## config.mk

```make
export PLATFORM = sky130hd
export DESIGN_NAME = date_difference_ymd_unit
export DESIGN_NICKNAME = d
export VERILOG_FILES = /design/src/rtl/dd_pkg.sv /design/src/rtl/dd_check.sv /design/src/rtl/dd_diff.sv /design/src/rtl/date_difference_ymd_unit.sv
export SDC_FILE = /design/constraint.sdc
export NUM_CORES = 1
export LEC_CHECK = 0
export BUFFER_PORTS_ARGS = -buffer_cell sky130_fd_sc_hd__buf_2
export CAP_MARGIN = 0
export CELL_PAD_IN_SITES_DETAIL_PLACEMENT = 1
export CELL_PAD_IN_SITES_GLOBAL_PLACEMENT = 2
export CORE_MARGIN = 3
export CORE_UTILIZATION = 41
export CTS_CLUSTER_SIZE = 20
export DETAILED_ROUTE_END_ITERATION = 6
export GPL_TIMING_DRIVEN = 0
export PLACE_DENSITY_LB_ADDON = 0.1
export SETUP_SLACK_MARGIN = 0.05
export SYNTH_ARGS = -nofsm -noshare
export SYNTH_HDL_FRONTEND = slang
export SYNTH_SLANG_ARGS = --single-unit
```

## constraint.sdc

```tcl
create_clock -name clock -period 11.8 [get_ports clock]
set_input_delay 1.18 -clock clock [delete_from_list [all_inputs] [get_ports clock]]
set_output_delay 1.18 -clock clock [all_outputs]
set_load 0.03 [all_outputs]
```

## src/rtl/dd_pkg.sv

```systemverilog
// Shared types, status codes and calendar helpers for the date difference unit.
// No dependencies; imported by every module of the block.
`timescale 1ns / 1ps

package dd_pkg;

   // Result status codes
   localparam logic [1:0] ST_OK   = 2'd0;
   localparam logic [1:0] ST_BAD  = 2'd1;
   localparam logic [1:0] ST_LATE = 2'd2;

   // Field widths
   localparam int DAY_W  = 5;
   localparam int MON_W  = 4;
   localparam int YEAR_W = 14;

   // Calendar constants
   localparam logic [MON_W-1:0]  MON_JAN  = 4'd1;
   localparam logic [MON_W-1:0]  MON_FEB  = 4'd2;
   localparam logic [MON_W-1:0]  MON_DEC  = 4'd12;
   localparam logic [YEAR_W-1:0] YEAR_MAX = 14'd9999;

   // Year / 100 by reciprocal: (y * 5243) >> 19 is exact for any 14-bit y
   localparam int          CENT_W     = 7;
   localparam logic [12:0] CENT_RECIP = 13'd5243;
   localparam int          CENT_SHIFT = 19;
   localparam logic [CENT_W-1:0] CENT_DIV = 7'd100;

   // Beat handed from the check stages to the difference stage
   typedef struct packed {
      logic              vld;
      logic              bad;     // either date invalid
      logic              late;    // birth date after current date
      logic [DAY_W-1:0]  plen;    // length of month before the current one
      logic [DAY_W-1:0]  nd;
      logic [MON_W-1:0]  nm;
      logic [YEAR_W-1:0] ny;
      logic [DAY_W-1:0]  bd;
      logic [MON_W-1:0]  bm;
      logic [YEAR_W-1:0] by;
   } dd_chk_type;

   // Days in month m; zero for a code that is no month
   function automatic logic [DAY_W-1:0] month_len(input logic [MON_W-1:0] m,
                                                  input logic leap);
      logic [DAY_W-1:0] len;
      begin
         case (m)
            4'd1, 4'd3, 4'd5, 4'd7, 4'd8, 4'd10, 4'd12: len = 5'd31;
            4'd4, 4'd6, 4'd9, 4'd11:                     len = 5'd30;
            MON_FEB:                                     len = leap ? 5'd29 : 5'd28;
            default:                                     len = 5'd0;
         endcase
         return len;
      end
   endfunction

endpackage

```

## src/rtl/dd_check.sv

```systemverilog
// Check stages of the date difference unit: century split, leap years,
// date validity, ordering and borrow month length. Depends on dd_pkg.
`timescale 1ns / 1ps

module dd_check (
   input  logic                      clock,
   input  logic                      reset,
   input  logic                      in_vld,
   input  logic [dd_pkg::DAY_W-1:0]  now_day,
   input  logic [dd_pkg::MON_W-1:0]  now_month,
   input  logic [dd_pkg::YEAR_W-1:0] now_year,
   input  logic [dd_pkg::DAY_W-1:0]  birth_day,
   input  logic [dd_pkg::MON_W-1:0]  birth_month,
   input  logic [dd_pkg::YEAR_W-1:0] birth_year,
   output dd_pkg::dd_chk_type        chk
);
   import dd_pkg::*;

   // Stage 1 registers
   logic              s1_vld_ff, s1_vld_in;
   logic [DAY_W-1:0]  s1_nd_ff, s1_bd_ff;
   logic [MON_W-1:0]  s1_nm_ff, s1_bm_ff;
   logic [YEAR_W-1:0] s1_ny_ff, s1_by_ff;
   logic [CENT_W-1:0] s1_nq_ff, s1_nq_in, s1_bq_ff, s1_bq_in;

   // Stage 2 register
   dd_chk_type s2_ff, s2_in;

   logic [YEAR_W+12:0] nprod, bprod;
   logic [YEAR_W-1:0]  nrem, brem;
   logic               nleap, bleap, nok, bok;
   logic [MON_W-1:0]   pm;

   // Split each year into centuries by reciprocal multiply
   always_comb begin
      s1_vld_in = in_vld;
      nprod     = (YEAR_W+13)'(now_year) * (YEAR_W+13)'(CENT_RECIP);
      bprod     = (YEAR_W+13)'(birth_year) * (YEAR_W+13)'(CENT_RECIP);
      s1_nq_in  = nprod[CENT_SHIFT +: CENT_W];
      s1_bq_in  = bprod[CENT_SHIFT +: CENT_W];
   end

   always_ff @(posedge clock) begin
      if (reset) begin
         s1_vld_ff <= 1'b0;
      end else begin
         s1_vld_ff <= s1_vld_in;
      end
      s1_nq_ff <= s1_nq_in;
      s1_bq_ff <= s1_bq_in;
      s1_nd_ff <= now_day;
      s1_nm_ff <= now_month;
      s1_ny_ff <= now_year;
      s1_bd_ff <= birth_day;
      s1_bm_ff <= birth_month;
      s1_by_ff <= birth_year;
   end

   // Leap years, validity, ordering and borrow month length
   always_comb begin
      nrem  = s1_ny_ff - YEAR_W'(s1_nq_ff) * YEAR_W'(CENT_DIV);
      brem  = s1_by_ff - YEAR_W'(s1_bq_ff) * YEAR_W'(CENT_DIV);
      nleap = ((s1_ny_ff[1:0] == 2'd0) && (nrem != '0)) ||
              ((nrem == '0) && (s1_nq_ff[1:0] == 2'd0));
      bleap = ((s1_by_ff[1:0] == 2'd0) && (brem != '0)) ||
              ((brem == '0) && (s1_bq_ff[1:0] == 2'd0));
      nok   = (s1_ny_ff != '0) && (s1_ny_ff <= YEAR_MAX) &&
              (s1_nm_ff != '0) && (s1_nm_ff <= MON_DEC) && (s1_nd_ff != '0) &&
              (s1_nd_ff <= month_len(s1_nm_ff, nleap));
      bok   = (s1_by_ff != '0) && (s1_by_ff <= YEAR_MAX) &&
              (s1_bm_ff != '0) && (s1_bm_ff <= MON_DEC) && (s1_bd_ff != '0) &&
              (s1_bd_ff <= month_len(s1_bm_ff, bleap));
      // December before January always has 31 days, so the current leap flag serves
      pm    = (s1_nm_ff == MON_JAN) ? MON_DEC : s1_nm_ff - 4'd1;

      s2_in.vld  = s1_vld_ff;
      s2_in.bad  = !(nok && bok);
      s2_in.late = {s1_ny_ff, s1_nm_ff, s1_nd_ff} < {s1_by_ff, s1_bm_ff, s1_bd_ff};
      s2_in.plen = month_len(pm, nleap);
      s2_in.nd   = s1_nd_ff;
      s2_in.nm   = s1_nm_ff;
      s2_in.ny   = s1_ny_ff;
      s2_in.bd   = s1_bd_ff;
      s2_in.bm   = s1_bm_ff;
      s2_in.by   = s1_by_ff;
   end

   always_ff @(posedge clock) begin
      if (reset) begin
         s2_ff.vld <= 1'b0;
      end else begin
         s2_ff.vld <= s2_in.vld;
      end
      s2_ff.bad  <= s2_in.bad;
      s2_ff.late <= s2_in.late;
      s2_ff.plen <= s2_in.plen;
      s2_ff.nd   <= s2_in.nd;
      s2_ff.nm   <= s2_in.nm;
      s2_ff.ny   <= s2_in.ny;
      s2_ff.bd   <= s2_in.bd;
      s2_ff.bm   <= s2_in.bm;
      s2_ff.by   <= s2_in.by;
   end

   assign chk = s2_ff;

endmodule

```

## src/rtl/dd_diff.sv

```systemverilog
// Difference stage of the date difference unit: day and month borrows,
// status selection and the result register. Depends on dd_pkg.
`timescale 1ns / 1ps

module dd_diff (
   input  logic                      clock,
   input  logic                      reset,
   input  dd_pkg::dd_chk_type        chk,
   output logic                      out_vld,
   output logic [1:0]                out_status,
   output logic [dd_pkg::YEAR_W-1:0] out_years,
   output logic [dd_pkg::MON_W-1:0]  out_months,
   output logic [dd_pkg::DAY_W-1:0]  out_days
);
   import dd_pkg::*;

   logic              vld_ff, vld_in;
   logic [1:0]        status_ff, status_in;
   logic [YEAR_W-1:0] years_ff, years_in;
   logic [MON_W-1:0]  months_ff, months_in;
   logic [DAY_W-1:0]  days_ff, days_in;

   logic              dborrow, mborrow;
   logic [DAY_W:0]    dsum, bsum;
   logic [MON_W:0]    mneed, mnow;
   logic [DAY_W-1:0]  dres;
   logic [MON_W-1:0]  mres;

   // Borrow a month for days, then a year for months
   always_comb begin
      dborrow = chk.nd < chk.bd;
      dsum    = {1'b0, chk.nd} + {1'b0, chk.plen};
      bsum    = {1'b0, chk.bd};
      if (!dborrow) begin
         dres = chk.nd - chk.bd;
      end else if (dsum >= bsum) begin
         dres = DAY_W'(dsum - bsum);
      end else begin
         dres = '0;
      end
      mnow    = {1'b0, chk.nm};
      mneed   = {1'b0, chk.bm} + {{MON_W{1'b0}}, dborrow};
      mborrow = mnow < mneed;
      mres    = mborrow ? MON_W'(mnow + 5'd12 - mneed) : MON_W'(mnow - mneed);

      vld_in = chk.vld;
      if (chk.bad) begin
         status_in = ST_BAD;
      end else if (chk.late) begin
         status_in = ST_LATE;
      end else begin
         status_in = ST_OK;
      end
      if (status_in == ST_OK) begin
         years_in  = chk.ny - chk.by - {{(YEAR_W-1){1'b0}}, mborrow};
         months_in = mres;
         days_in   = dres;
      end else begin
         years_in  = '0;
         months_in = '0;
         days_in   = '0;
      end
   end

   always_ff @(posedge clock) begin
      if (reset) begin
         vld_ff <= 1'b0;
      end else begin
         vld_ff <= vld_in;
      end
      status_ff <= status_in;
      years_ff  <= years_in;
      months_ff <= months_in;
      days_ff   <= days_in;
   end

   assign out_vld    = vld_ff;
   assign out_status = status_ff;
   assign out_years  = years_ff;
   assign out_months = months_ff;
   assign out_days   = days_ff;

endmodule

```

## src/rtl/date_difference_ymd_unit.sv

```systemverilog
// Top level of the date difference unit: elapsed years, months and days.
// Depends on dd_pkg, dd_check and dd_diff.
//
//   channel   ports                         beat taken when
//   request   start, busy, req_*            start high, busy low
//   response  rsp_strobe, rsp_*             rsp_strobe high (one cycle)
//
// One beat per cycle passes through the stages in order:
// century split, calendar checks, then borrows and the result register.
// busy stays low; nothing in the pipeline ever waits.
// Synchronous reset drops all valid bits; payload registers are not reset.
// The receiver cannot stall, so every result shows for exactly one cycle.
`timescale 1ns / 1ps

module date_difference_ymd_unit (
   input  logic                      clock,
   input  logic                      reset,
   input  logic                      start,
   output logic                      busy,
   input  logic [dd_pkg::DAY_W-1:0]  req_now_day,
   input  logic [dd_pkg::MON_W-1:0]  req_now_month,
   input  logic [dd_pkg::YEAR_W-1:0] req_now_year,
   input  logic [dd_pkg::DAY_W-1:0]  req_birth_day,
   input  logic [dd_pkg::MON_W-1:0]  req_birth_month,
   input  logic [dd_pkg::YEAR_W-1:0] req_birth_year,
   output logic                      rsp_strobe,
   output logic [1:0]                rsp_status,
   output logic [dd_pkg::YEAR_W-1:0] rsp_years,
   output logic [dd_pkg::MON_W-1:0]  rsp_months,
   output logic [dd_pkg::DAY_W-1:0]  rsp_days
);
   import dd_pkg::*;

   dd_chk_type chk;
   logic       accept;

   // Take a beat every cycle that start is high
   assign busy   = 1'b0;
   assign accept = start && !busy;

   dd_check u_check (
      .clock       (clock),
      .reset       (reset),
      .in_vld      (accept),
      .now_day     (req_now_day),
      .now_month   (req_now_month),
      .now_year    (req_now_year),
      .birth_day   (req_birth_day),
      .birth_month (req_birth_month),
      .birth_year  (req_birth_year),
      .chk         (chk)
   );

   dd_diff u_diff (
      .clock      (clock),
      .reset      (reset),
      .chk        (chk),
      .out_vld    (rsp_strobe),
      .out_status (rsp_status),
      .out_years  (rsp_years),
      .out_months (rsp_months),
      .out_days   (rsp_days)
   );

   // Every accepted beat leaves as a result strobe
   a_latency : assert property (@(posedge clock) disable iff (reset)
      accept |-> ##3 rsp_strobe)
      else $error("accepted beat did not produce a result");

   // No result without an earlier accepted beat
   a_no_ghost : assert property (@(posedge clock) disable iff (reset)
      rsp_strobe |-> $past(accept, 3))
      else $error("result without accepted beat");

   // Failed status carries zero fields
   a_zero_fields : assert property (@(posedge clock) disable iff (reset)
      (rsp_strobe && rsp_status != ST_OK) |->
         (rsp_years == '0 && rsp_months == '0 && rsp_days == '0))
      else $error("nonzero fields on failed status");

   // Good results stay within calendar ranges
   a_ranges : assert property (@(posedge clock) disable iff (reset)
      (rsp_strobe && rsp_status == ST_OK) |->
         (rsp_months <= 4'd11 && rsp_days <= 5'd30 && rsp_years <= 14'd9998))
      else $error("result field out of range");

endmodule
```

==> impl_metrics.ini <==
[clock_network]
cts_tree = built
cts-buffers-inserted = 17
post_cts_buffers = 0
cts_sinks = 139
root_buffer = clkbuf_16
clock_latency_ns = 0.43
cts_max_level = 4
postCtsResizedCells = 0
ctsLongestPathBuffers = 2
cts_hold_buf = 0
path_clk_slew_ns = 0.06

[pwr]
power_frac_clock = 0.118
switching_share = 0.4764
p_comb_frac = 0.757
max-vdd-ir-drop_uv = 250.4
p_int_mw = 2.410
leakagePower_nw = 8.308
p_switching_mw = 2.192
seq_power_share = 0.125
p_per_area_nw_per_um2 = 290.7

[cells_and_area]
stdcell_area_sq_um = 15830
drive_gt1_frac = 0.07266
num_antenna_cells = 0
syn2layout_area_growth_pct = 10.60
final_nets = 2087
fill_cells = 3920

[placed_design]
portBuffers = 74
placed_cell_area_sq_um = 15250
dpl.hpwl_mm = 28.76
place.gp.congestion = 0.8258
dp_slack_ns = 5.746

[sta]
min_period_ns = 5.762
grt_setup_unrepaired = false
hold_viol_final = 0
max_freq_mhz = 173.5
setup_viol = 0
worst_pin_slew_ns = 0.5640
setup_tns_ns = 0
maxSlewViolCount = 0
slew_headroom = 0.6240
final.period_utilization = 0.4883
layout_setup_ws_ns = 6.038
finClkSkew_ns = 0.008342

[logic_synthesis]
syn-num-nets = 1994
synthCells = 1466
synth_ff_type = dfxtp_1
synth-seq-cells = 139
synth_top_cell_area_share = 0.2998
seq_area_frac_synth = 0.1944
yosys.area.top_type = ha_1
yosysUniqueCellTypes = 71
synth-edff-count = 0
synth_area_leaders = ha_1, dfxtp_1, fa_1
async_reset_ff_frac = 0
synthMostInstantiatedCell = ha_1
syn-mean-instance-area_sq_um = 9.765
yosys-top-cells-count = ha_1, inv_1, dfxtp_1
synth_warnings = 0
syn_area_sq_um = 14310

[detailed_routing]
vias_per_cell = 4.955
wirelength_mm = 32.99
ant_nets = 0
drtIter0Drc = 308
post_drt_wl_per_cell_um = 16.36
route.vias.total = 9994
first_pass_iters = 4
drc = 0

[global_routing]
overflow = 0
grt_pass1_wl_mm = 54.65
antenna_found_initial = 0
grt_pass1_vias = 10853
grt_max_degree = 17
grt_usage = 0.1878

[worst_hold_path]
holdPathStages = 0
holdCritPathClass = register to register
hold_start = u_check.s1_bd_ff[2]
hold-path-endpoint = u_check.chk[20]

[worst_setup_path]
crit_path_start_kind = register
endpoint_kind = register
timing.reg2reg.setup_slack_ns = 6.04
rr_worst_depth = 26
r2r_end = u_diff.out_years[12]
worstPathMaxFanout = 6
r2r_start = u_check.chk[19]
cp.required_ns = 12.09
crit_arrival_ns = 6.05
crit_type = register to register

[floorplan]
fp-row-count = 67
die_y_um = 192.9
core-area_sq_um = 33950
dieArea_sq_um = 37190
die_w_um = 192.9
io_pins = 76
start_util = 0.4216

[status]
status = finished clean

[flow_run]
drv_cap = 0
## final cells by class
type | instances | area (sq um) | area share
inverters | 333 | 1250 | 0.07895
clock buffers | 19 | 442.9 | 0.02798
repair buffers | 74 | 370.4 | 0.02339
plain buffers | 10 | 48.80 | 0.003082
clock inverters | 10 | 143.9 | 0.009088
multi-input cells | 984 | 10230 | 0.6464
flip-flops and latches | 139 | 2783 | 0.1758
well taps | 448 | 560.5 | 0.03540
## per-layer routing
metal	vias up	global-route usage	wire, um
met4	0	0.04763	596
met3	36	0.02144	659
met1	4783	0.2510	15940
li1	5063	-	-
met2	112	0.3236	15800
met5	-	0	0
## cell usage in the layout, fill, tap and decap left out, types with 3 or more instances in the layout
| cell | n |
|---|---|
| nor3_1 | 23 |
| o21bai_1 | 4 |
| o31ai_1 | 5 |
| o21ai_1 | 7 |
| o21ai_0 | 26 |
| or3_1 | 6 |
| ha_1 | 343 |
| o2111ai_1 | 3 |
| inv_1 | 333 |
| nand2_1 | 30 |
| bufinv_16 | 3 |
| xnor2_1 | 35 |
| a21o_1 | 23 |
| nand3_1 | 21 |
| nor2b_1 | 18 |
| clkinvlp_4 | 3 |
| o211ai_1 | 15 |
| clkbuf_16 | 17 |
| nor3b_1 | 4 |
| or4_1 | 3 |
| a211oi_1 | 10 |
| a21oi_1 | 56 |
| o41ai_1 | 4 |
| and2_1 | 8 |
| o22a_1 | 3 |
| nor4_1 | 7 |
| a31oi_1 | 7 |
| or2_2 | 3 |
| nor2_1 | 54 |
| a211o_1 | 5 |
| buf_2 | 74 |
| nand2b_1 | 17 |
| and3_1 | 13 |
| o21a_1 | 9 |
| a2111oi_0 | 5 |
| nand4_1 | 11 |
| dfxtp_1 | 139 |
| fa_1 | 136 |
| clkbuf_1 | 7 |
| xor2_1 | 26 |
## kinds of logic after synthesis
logic type / after synthesis / share of synthesized area
XOR/XNOR: 61 / 0.03732
AND/OR/NAND/NOR: 226 / 0.08216
adder cells (fa/ha/maj): 479 / 0.4900
other: 1 / 0.0002620
buffers and inverters: 343 / 0.09073
AO/OA/AOI/OAI: 214 / 0.1030
multiplexers: 3 / 0.002185
flip-flops: 139 / 0.1944
## how the worst max path moves through the flow
stage,start,slack (ns),cells past startpoint,endpoint
CTS,u_check.chk[19],5.91,26,u_diff.out_years[12]
floorplan,req_birth_year[8],6.44,17,u_check.s1_bq_ff[6]
global route,u_check.chk[19],5.43,27,u_diff.out_years[13]
finish,u_check.chk[19],6.04,26,u_diff.out_years[12]
global placement,req_now_year[10],5.73,16,u_check.s1_nq_ff[4]
detailed placement,req_now_year[12],5.75,16,u_check.s1_nq_ff[4]
## critical path, stage by stage (launching register included)
cell and delay [ns]:
dfxtp_1 0.42, inv_1 0.09, ha_1 0.29, nor2b_1 0.12, o21ai_0 0.23, a21boi_1 0.14
o21ai_1 0.17, nor2b_1 0.15, clkbuf_1 0.34, ha_1 0.26, ha_1 0.20, xor2_1 0.30
ha_1 0.31, nand2_1 0.07, o21ai_0 0.09, a21oi_1 0.16, a31o_2 0.17, inv_1 0.08
fa_1 0.42, fa_1 0.41, nand2b_1 0.18, a21oi_1 0.22, o21ba_2 0.18, o211ai_1 0.13
a41oi_1 0.28, xor2_1 0.16, nor2_1 0.05
## state kept, by name, summed over array words and instances, names as in the netlist, 2 cells and up
signal             count
u_check.s1_nd_ff       5
u_diff.out_status      2
u_diff.out_months      4
u_check.s1_nm_ff       4
u_check.s1_bq_ff       7
u_diff.out_days        5
u_check.chk           52
u_check.s1_by_ff      14
u_check.s1_ny_ff      14
u_check.s1_bd_ff       5
u_check.s1_bm_ff       4
u_diff.out_years      14
u_check.s1_nq_ff       7
## power groups by stage
stage	sequential, mW	clock [mW]	combinational, mW
global placement	0.585	0	3.39
global route	0.583	0.581	4.03
finish	0.573	0.544	3.49
detailed placement	0.586	0	3.50
CTS	0.576	0.558	3.54
floorplan	0.570	0	2.71
## stage by stage
step                      hold WS [ns]  power [mW]  instances  utilization
final                           0.3891       4.602       2017       0.4663
after global routing            0.4012       5.191       2017       0.4663
after CTS                       0.3883       4.672       2017       0.4663
after detailed placement        0.3762       4.091       1988       0.4491
after global placement          0.3812       3.979       1988       0.4491
after floorplan                 0.3509       3.283       1466            -
Power figures use the tool's default switching activity.
